===== config.mk =====
export PLATFORM = sky130hd
export DESIGN_NAME = adc_sample_to_celsius_text_core
export DESIGN_NICKNAME = d
export VERILOG_FILES = /design/src/rtl/acst_pkg.sv /design/src/rtl/acst_scale.sv /design/src/rtl/acst_digits.sv /design/src/rtl/acst_ser.sv /design/src/rtl/adc_sample_to_celsius_text_core.sv
export SDC_FILE = /design/constraint.sdc
export NUM_CORES = 1
export LEC_CHECK = 0
export BUFFER_PORTS_ARGS = -buffer_cell sky130_fd_sc_hd__buf_2
export CAP_MARGIN = 30
export CORE_MARGIN = 4
export CORE_UTILIZATION = 58
export DETAILED_ROUTE_END_ITERATION = 7
export PLACE_DENSITY_LB_ADDON = 0.2
export SLEW_MARGIN = 20
export SYNTH_ARGS = -nofsm -noshare
export SYNTH_HDL_FRONTEND = slang
export SYNTH_SLANG_ARGS = --single-unit

===== constraint.sdc =====
create_clock -name clk -period 7.3 [get_ports clk]
set_input_delay 0 -clock clk [delete_from_list [all_inputs] [get_ports clk]]
set_output_delay 0 -clock clk [all_outputs]
set_load 0.005 [all_outputs]

===== src/rtl/acst_pkg.sv =====
// ----------------------------------------------------------------------------
// acst_pkg
// Shared types and constants for the sample-to-Celsius text pipeline.
// ----------------------------------------------------------------------------
package acst_pkg;

  localparam int unsigned SampleW = 10;
  localparam int unsigned HundW   = 16;
  localparam int unsigned IntW    = 9;
  localparam int unsigned LineLen = 8;
  localparam int unsigned CntW    = 4;

  localparam logic [31:0] RECIP_100 = 32'd83887;

  localparam logic [7:0] ASCII_ZERO = 8'h30;
  localparam logic [7:0] ASCII_DOT  = 8'h2E;
  localparam logic [7:0] ASCII_CR   = 8'h0D;
  localparam logic [7:0] ASCII_LF   = 8'h0A;
  localparam logic [7:0] ASCII_NUL  = 8'h00;

  typedef struct packed {
    logic [IntW-1:0]  int_part;
    logic [HundW-1:0] hund;
  } quot_t;

  typedef struct packed {
    logic       has_hund;
    logic       has_tens;
    logic [3:0] hund_d;
    logic [3:0] tens_d;
    logic [3:0] ones_d;
    logic [3:0] frac_t;
    logic [3:0] frac_o;
  } digits_t;

endpackage


===== src/rtl/acst_scale.sv =====
// ----------------------------------------------------------------------------
// acst_scale
// Three-stage scaler: sample to hundredths of a degree, then integer part.
// ----------------------------------------------------------------------------
module acst_scale
  import acst_pkg::*;
(
  input  logic               clk,
  input  logic               rst,
  input  logic               in_valid,
  output logic               in_ready,
  input  logic [SampleW-1:0] sample,
  output logic               out_valid,
  input  logic               out_ready,
  output quot_t              out_q
);

  logic        v1, v2, v3;
  logic        rdy1, rdy2, rdy3;
  logic [15:0] s1_base;
  logic [19:0] s1_y;
  logic [15:0] s2_hund;
  quot_t       s3_q;

  logic [15:0] base_c;
  logic [19:0] y_c;
  logic [9:0]  q1_c;
  logic [10:0] r1_c;
  logic        qc_c;
  logic [15:0] hund_c;
  logic [31:0] prod_c;

  assign rdy3     = !v3 || out_ready;
  assign rdy2     = !v2 || rdy3;
  assign rdy1     = !v1 || rdy2;
  assign in_ready = rdy1;

  // 50000 = 48*1023 + 896
  assign base_c = (16'(sample) << 5) + (16'(sample) << 4);
  assign y_c    = (20'(sample) << 9) + (20'(sample) << 8) + (20'(sample) << 7);

  // floor(y/1023): y>>10 plus one correction
  assign q1_c   = s1_y[19:10];
  assign r1_c   = 11'(s1_y[9:0]) + 11'(q1_c);
  assign qc_c   = (r1_c >= 11'd1023);
  assign hund_c = s1_base + 16'(q1_c) + 16'(qc_c);

  assign prod_c = 32'(s2_hund) * RECIP_100;

  always_ff @(posedge clk) begin
    if (rst) begin
      v1 <= 1'b0;
      v2 <= 1'b0;
      v3 <= 1'b0;
    end else begin
      if (rdy1) v1 <= in_valid;
      if (rdy2) v2 <= v1;
      if (rdy3) v3 <= v2;
    end
  end

  always_ff @(posedge clk) begin
    if (rdy1 && in_valid) begin
      s1_base <= base_c;
      s1_y    <= y_c;
    end
    if (rdy2 && v1) begin
      s2_hund <= hund_c;
    end
    if (rdy3 && v2) begin
      s3_q.int_part <= prod_c[31:23];
      s3_q.hund     <= s2_hund;
    end
  end

  assign out_valid = v3;
  assign out_q     = s3_q;

endmodule


===== src/rtl/acst_digits.sv =====
// ----------------------------------------------------------------------------
// acst_digits
// Splits the integer and fraction parts into decimal digits.
// ----------------------------------------------------------------------------
module acst_digits
  import acst_pkg::*;
(
  input  logic    clk,
  input  logic    rst,
  input  logic    in_valid,
  output logic    in_ready,
  input  quot_t   in_q,
  output logic    out_valid,
  input  logic    out_ready,
  output digits_t out_d
);

  logic        v;
  digits_t     d_reg;
  digits_t     d_c;
  logic [6:0]  fr_c;
  logic [13:0] frp_c;
  logic [3:0]  ft_c;
  logic [14:0] hp_c;
  logic [2:0]  hd_c;
  logic [16:0] tp_c;
  logic [5:0]  q10_c;

  assign in_ready = !v || out_ready;

  always_comb begin
    fr_c  = 7'(in_q.hund - 16'(in_q.int_part) * 16'd100);
    frp_c = 14'(fr_c) * 14'd103;
    ft_c  = frp_c[13:10];
    hp_c  = 15'(in_q.int_part) * 15'd41;
    hd_c  = hp_c[14:12];
    tp_c  = 17'(in_q.int_part) * 17'd205;
    q10_c = tp_c[16:11];
    d_c.has_hund = (in_q.int_part >= 9'd100);
    d_c.has_tens = (in_q.int_part >= 9'd10);
    d_c.hund_d   = 4'(hd_c);
    d_c.tens_d   = 4'(q10_c - 6'(hd_c) * 6'd10);
    d_c.ones_d   = 4'(in_q.int_part - 9'(q10_c) * 9'd10);
    d_c.frac_t   = ft_c;
    d_c.frac_o   = 4'(fr_c - 7'(ft_c) * 7'd10);
  end

  always_ff @(posedge clk) begin
    if (rst) begin
      v <= 1'b0;
    end else if (in_ready) begin
      v <= in_valid;
    end
  end

  always_ff @(posedge clk) begin
    if (in_ready && in_valid) begin
      d_reg <= d_c;
    end
  end

  assign out_valid = v;
  assign out_d     = d_reg;

endmodule


===== src/rtl/acst_ser.sv =====
// ----------------------------------------------------------------------------
// acst_ser
// Builds the text line and shifts it out one character per request.
// ----------------------------------------------------------------------------
module acst_ser
  import acst_pkg::*;
(
  input  logic      clk,
  input  logic      rst,
  input  logic      in_valid,
  output logic      in_ready,
  input  digits_t   in_d,
  output logic      m_tvalid,
  input  logic      m_tready,
  output logic [7:0] m_tdata,
  output logic      m_tlast
);

  logic [7:0]      line [LineLen];
  logic [7:0]      line_next [LineLen];
  logic [CntW-1:0] cnt;
  logic [CntW-1:0] len_c;
  logic [7:0]      ch_h, ch_t, ch_o, ch_ft, ch_fo;
  logic            load;
  logic            take;

  assign take     = m_tvalid && m_tready;
  assign in_ready = (cnt == '0) || ((cnt == CntW'(1)) && m_tready);
  assign load     = in_valid && in_ready;

  assign ch_h  = ASCII_ZERO + 8'(in_d.hund_d);
  assign ch_t  = ASCII_ZERO + 8'(in_d.tens_d);
  assign ch_o  = ASCII_ZERO + 8'(in_d.ones_d);
  assign ch_ft = ASCII_ZERO + 8'(in_d.frac_t);
  assign ch_fo = ASCII_ZERO + 8'(in_d.frac_o);
  assign len_c = CntW'(6) + CntW'(in_d.has_hund) + CntW'(in_d.has_tens);

  always_comb begin
    if (in_d.has_hund) begin
      line_next = '{ch_h, ch_t, ch_o, ASCII_DOT, ch_ft, ch_fo, ASCII_CR, ASCII_LF};
    end else if (in_d.has_tens) begin
      line_next = '{ch_t, ch_o, ASCII_DOT, ch_ft, ch_fo, ASCII_CR, ASCII_LF, ASCII_NUL};
    end else begin
      line_next = '{ch_o, ASCII_DOT, ch_ft, ch_fo, ASCII_CR, ASCII_LF, ASCII_NUL, ASCII_NUL};
    end
  end

  always_ff @(posedge clk) begin
    if (rst) begin
      cnt <= '0;
    end else if (load) begin
      cnt <= len_c;
    end else if (take) begin
      cnt <= cnt - CntW'(1);
    end
  end

  // advance the line by one character per request
  always_ff @(posedge clk) begin
    if (load) begin
      line <= line_next;
    end else if (take) begin
      for (int i = 0; i < LineLen - 1; i++) begin
        line[i] <= line[i+1];
      end
      line[LineLen-1] <= ASCII_NUL;
    end
  end

  assign m_tvalid = (cnt != '0);
  assign m_tdata  = line[0];
  assign m_tlast  = (cnt == CntW'(1));

  a_last_is_lf: assert property (@(posedge clk) disable iff (rst)
    m_tvalid && m_tlast |-> m_tdata == ASCII_LF)
    else $error("last character is not a line feed");

  a_cnt_range: assert property (@(posedge clk) disable iff (rst)
    cnt <= CntW'(LineLen))
    else $error("character count out of range");

  a_load_len: assert property (@(posedge clk) disable iff (rst)
    load |=> (cnt >= CntW'(6)) && (cnt <= CntW'(8)))
    else $error("loaded line length out of range");

  a_load_when_done: assert property (@(posedge clk) disable iff (rst)
    load |-> (cnt == '0) || (take && m_tlast))
    else $error("line loaded over pending characters");

endmodule


===== src/rtl/adc_sample_to_celsius_text_core.sv =====
// ----------------------------------------------------------------------------
// adc_sample_to_celsius_text_core
// Converts a 10-bit converter sample to a Celsius text line, one char out.
// ----------------------------------------------------------------------------
// Path: a sample passes the three scale stages and the digit register,
//   then is loaded into the output line. One sample per line of 6 to 8
//   characters, one character per cycle while m_tready is high; the four
//   arithmetic stages hold up to four more samples while a line is sent.
// Reset: synchronous rst empties all stages and the output line.
module adc_sample_to_celsius_text_core
  import acst_pkg::*;
(
  input  logic        clk,
  input  logic        rst,
  input  logic        s_tvalid,
  output logic        s_tready,
  input  logic [15:0] s_tdata,   // [9:0] sample, [15:10] zero
  output logic        m_tvalid,
  input  logic        m_tready,
  output logic [7:0]  m_tdata,   // [7:0] text_char
  output logic        m_tlast
);

  logic    q_valid, q_ready;
  quot_t   q;
  logic    d_valid, d_ready;
  digits_t d;

  acst_scale u_scale (
    .clk       (clk),
    .rst       (rst),
    .in_valid  (s_tvalid),
    .in_ready  (s_tready),
    .sample    (s_tdata[SampleW-1:0]),
    .out_valid (q_valid),
    .out_ready (q_ready),
    .out_q     (q)
  );

  acst_digits u_digits (
    .clk       (clk),
    .rst       (rst),
    .in_valid  (q_valid),
    .in_ready  (q_ready),
    .in_q      (q),
    .out_valid (d_valid),
    .out_ready (d_ready),
    .out_d     (d)
  );

  acst_ser u_ser (
    .clk      (clk),
    .rst      (rst),
    .in_valid (d_valid),
    .in_ready (d_ready),
    .in_d     (d),
    .m_tvalid (m_tvalid),
    .m_tready (m_tready),
    .m_tdata  (m_tdata),
    .m_tlast  (m_tlast)
  );

endmodule

### Word level (Yosys, flattened, before mapping)

Cells that the tools add are included.

| word-level totals | value |
|---|---|
| register bits | 161 |
| input bits | 20 |
| logic and storage cells | 80 |

| operators by class | value |
|---|---|
| add/subtract/negate cells | 18 |
| multipliers | 8 |
| order comparisons | 3 |
| eq/ne operators | 1 |
| multiplexer cells | 6 |
| reduce and logical (&&, ||, !) cells | 19 |

Operators with widths:

| cell | count |
|---|---|
| $mux W64 | 4 |
| $mul A16 B17 Y32 const B | 1 |
| $add A6 B4 Y7 const A | 4 |
| $add A19 B18 Y20 | 1 |
| $add A20 B17 Y20 | 1 |
| $mul A9 B8 Y17 const B | 1 |
| $add A15 B14 Y16 | 1 |
| $add A16 B1 Y16 | 1 |
| $add A16 B10 Y16 | 1 |
| $mul A9 B6 Y15 const B | 1 |
| $mul A7 B7 Y14 const B | 1 |
| $sub A4 B4 Y4 | 3 |
| $add A10 B10 Y11 | 1 |
| $ge A11 B10 Y1 const B | 1 |
| $ge A9 B4 Y1 const B | 1 |
| $ge A9 B7 Y1 const B | 1 |
| $mul A9 B5 Y5 const B | 1 |
| $mux W4 | 2 |
| $add A6 B3 Y7 const A | 1 |
| $logic_and A1 B1 Y1 | 7 |
| $sub A7 B7 Y7 | 1 |
| $mul A6 B3 Y3 const B | 1 |
| $logic_or A1 B1 Y1 | 5 |
| $add A3 B1 Y4 const A | 1 |
| 9 further kinds | 12 |

### Logic depth before layout (Yosys ltp)

| depth | value |
|---|---|
| depth in word-level cells | 8 |
| depth in mapped cells | 25 |

### Modules after synthesis

A second synthesis with hierarchy kept.

| unflattened totals | value |
|---|---|
| cell total of the unflattened synthesis | 1,354 |
| area total of the unflattened synthesis | 14,366.3 sq um |

By module, submodules not included:

| module | times used | cells each | area an instance (sq um) | sequential area each (sq um) |
|---|---|---|---|---|
| acst_scale | 1 | 772 | 8,404.3 | 1,981.9 |
| acst_digits | 1 | 381 | 3,901.2 | 650.6 |
| acst_ser | 1 | 201 | 2,060.7 | 1,131.1 |

### Least setup slack after synthesis

OpenSTA, ideal clock, no wires.

| timing | value |
|---|---|
| path type | register to register |
| from | register u_scale.s3_q, in the netlist u_scale.out_q[16] |
| to | register u_digits.d_reg, in the netlist u_digits.out_d[3] (data pin) |
| setup time | 265 ps |
| arrival time | 5,379 ps |
| setup slack | 1,656 ps |
| cell stages (with the launch flop) | 25 |
| period minus slack after synthesis | 5,644 ps |
| cells stage by stage | edfxtp_1 ha_1 inv_1 fa_1 a21o_1 a21oi_1 xor2_1 ha_1 inv_1 fa_1 inv_1 fa_1 ha_1 ha_1 nand3_1 a21oi_1 a211oi_1 o21ai_0 a21oi_1 xnor2_1 inv_1 fa_1 xnor2_1 xnor2_1 xnor2_1 |

RTL lines:

| item | line | RTL |
|---|---|---|
| from (decl) | acst_scale.sv:23 | `quot_t s3_q;` |
| to (signal assigned) | acst_digits.sv:58 | `d_reg <= d_c;` |
| to (decl) | acst_digits.sv:19 | `digits_t d_reg;` |

==> metrics <==
status=completed; Worst-path clk slew=60 ps; Clock Latency Late Sink=430 ps; main combinational cell family by area after synthesis=adder cells; Ys Warns=0; post-CTS setup buffer count=0; gr ovfl total=0; Worst R2R Setup Slack=990 ps; GRT Util Overall=21.3%; H-tree lvl count=4; Mapped Cells=1329; num ports=31; register area share after synthesis=25.0%; drt first-iter violations=390; CP endpoint=u_digits.out_d[3]$_DFFE_PP_; Post-synth EDFFs=111; RSZ-0062 raised after global routing=false; Netlist cell types=54; CTS tree=yes; via count=9084; critical path fanouts, max=7; worst hold slack=129 ps; final max-slew violation count=0; Root Driver=clkbuf_16; FFs w/ async S/R, synth=0%; antenna cells=0; area of the core=0.0236 sq mm; fin util=63.9%; DR pass1 iterations=5; global-route wire length before repair=45.3 mm; Finish-stage setup viols=0; Post-Synth Adder-Cell Area=46.0%; min Tclk post-route=6310 ps; height of the die=163 um; Max Root-Sink Buffers=2; Synth Register Bits=119; CP arrival=6490 ps; IO Port Bufs=22; nets=1813; placement row count=56; CP Capture Type=flop; FMAX=158 MHz; fill cell count=1952; post-route ant nets=0; hold buffer count at CTS=6; Worst Reg-to-Reg Cells=24; max_slew headroom=38.5%; Synth Area in Simple Gates=6.19%; WP data required=7480 ps; worst slew pin tran=923 ps; clock skew=10.9 ps; Remaining DRCs=0; share of cells above drive strength 1=5.09%; routability cong.=0.862; post-DR vias/cell=5.37; post-synthesis compound-gate area fraction=8.97%; total length of routed wires=25.9 mm; Num Clock Sinks=119; r2r endpoint=u_digits.out_d[3]$_DFFE_PP_; Die Area=0.0266 sq mm; largest net degree at the start of global routing=50; crit start category=flop; Synth Flop Type=edfxtp_1; max-cap viol count=0; routed length per instance=15.3 um; worst setup path start=u_scale.out_q[16]$_DFFE_PP_; cell area after synthesis=0.0140 sq mm; Layout area overhead=7.91%; initial antenna violation count=0; vias in the first global route=9733; min-delay worst type=in2reg; multiplexer share of the synthesized area=0.725%; post-synthesis xor/xnor area fraction=4.26%; Fin. Hold Viols=0; setup TNS=0 ps; reg2reg start=u_scale.out_q[16]$_DFFE_PP_; syn_area_per_cell=10.5 sq um; fin crit share=86.5%; Initial Utilization=59.2%; Num CTS Buffers=17; WS Path Type=reg2reg; hold path depth=3; Detail Placement HPWL=21.5 mm; floorplan die width=163 um; CTS resizes=0
[flip-flops by register name (all words and copies together) (netlist names)]
name,cells
u_scale.v1,1
u_ser.cnt,4
u_scale.s1_y,13
u_digits.out_d,21
u_ser.line,29
u_digits.out_valid,1
u_scale.s1_base,10
u_scale.s2_hund,16
u_scale.out_q,16
u_scale.out_valid,1
u_ser.m_tdata,6
u_scale.v2,1
[stage by stage]
stage | instance area, sq um | worst slack [ps] | instances
2_1_floorplan | 14000 | 1660 | 1330
3_3_place_gp | 14400 | 1120 | 1653
3_5_place_dp | 14400 | 974 | 1654
4_1_cts | 15100 | 940 | 1691
5_1_grt | 15100 | 489 | 1693
6_report | 15100 | 987 | 1693
[synthesized netlist by cell type (4+ instances only)]
cell type | instances | area (sq um)
inv_1 | 302 | 1130
ha_1 | 294 | 3680
fa_1 | 137 | 2740
edfxtp_1 | 111 | 3330
nand2_1 | 54 | 203
a21oi_1 | 53 | 265
o21ai_0 | 53 | 265
nor2_1 | 46 | 173
xnor2_1 | 46 | 403
xor2_1 | 22 | 193
a21o_1 | 21 | 158
nand3_1 | 19 | 95.1
a31oi_1 | 11 | 68.8
nand2b_1 | 11 | 68.8
clkbuf_1 | 10 | 37.5
mux2i_1 | 9 | 90.1
nand4_1 | 9 | 56.3
nor2b_1 | 9 | 56.3
nor3_1 | 9 | 45.0
buf_4 | 8 | 60.1
dfxtp_1 | 8 | 160
a211oi_1 | 7 | 52.6
o31ai_1 | 7 | 52.6
o22ai_1 | 6 | 37.5
a221oi_1 | 5 | 43.8
and3_1 | 5 | 31.3
and2_1 | 4 | 25.0
o21a_1 | 4 | 30.0
o311ai_0 | 4 | 35.0
or2_2 | 4 | 25.0
[worst max-delay path, stage by stage, from the launching register on]
cell and delay [ps]:
edfxtp_1 540, ha_1 210, inv_1 60, fa_1 400, a21o_1 180, a21oi_1 160
xor2_1 450, ha_1 250, inv_1 70, fa_1 530, inv_1 60, fa_1 470
ha_1 310, ha_1 290, nand3_1 60, a21oi_1 120, a211oi_1 60, o21ai_0 440
a21oi_1 240, xnor2_1 230, inv_1 90, fa_1 400, xnor2_1 210, xnor2_1 150
xnor2_1 80
[worst min path at each step]
stage / to / slack [ps] / from
5_1_grt: u_scale.s1_base[14]$_DFFE_PP_ / 190 / s_tdata[9]
3_3_place_gp: u_scale.s1_y[7]$_DFFE_PP_ / 240 / s_tdata[0]
4_1_cts: u_scale.s1_base[14]$_DFFE_PP_ / 110 / s_tdata[9]
2_1_floorplan: u_scale.s1_y[7]$_DFFE_PP_ / 100 / s_tdata[0]
3_5_place_dp: u_scale.s1_y[7]$_DFFE_PP_ / 250 / s_tdata[0]
6_report: u_scale.s1_base[14]$_DFFE_PP_ / 130 / s_tdata[9]
[cell usage in the layout (no fill, tap or decap), drive strengths merged, types with 4 or more instances in the layout]
cell type and n:
a2111oi 4, a211oi 7, nand4 9, xnor2 46, buf 27, nand3 19, o311ai 4, nor2 46
dfxtp 8, nor3 9, mux2i 9, o31ai 7, a21oi 53, clkbuf 17, o21a 4, o22ai 6
edfxtp 111, nor2b 9, ha 294, o21ai 53, and3 7, nand2 54, inv 306, dlygate4sd3 6
a21o 21, and2 4, a31oi 12, nand2b 11, fa 137, a221oi 5, clkinv 4, or2 4
clkinvlp 4, xor2 22
[final cells by class]
cell class	instances	area (sq um)	area share (%)
flip-flops and latches	119	3490	23.2
multi-input cells	889	9250	61.4
repair buffers	33	223	1.48
clock buffers	17	425	2.82
inverters	302	1130	7.52
clock inverters	14	150	0.996
well taps	319	399	2.65
[metal layers]
metal	GRT usage, %	up-vias	part of all wire [%]
li1	-	4506	-
met1	26.5	4418	44
met2	38.3	118	51
met3	3.08	42	2.9
met4	6.52	0	2.2
met5	0	-	0
[logic make-up (layout without fill, tap and decap cells)]
kind of cell,count (synthesis),in the layout
DFF,119,119
xor gates and xnor gates,68,68
and+or+nand+nor,181,181
buffers and inverters,322,366
other,1,2
AOI/OAI and AO/OA,197,197
adders and majority gates,431,431
muxes,10,10
Power is left out: the tool's default activity adds up to more than one toggle a clock period on the data nets, which glitch-free logic cannot reach.
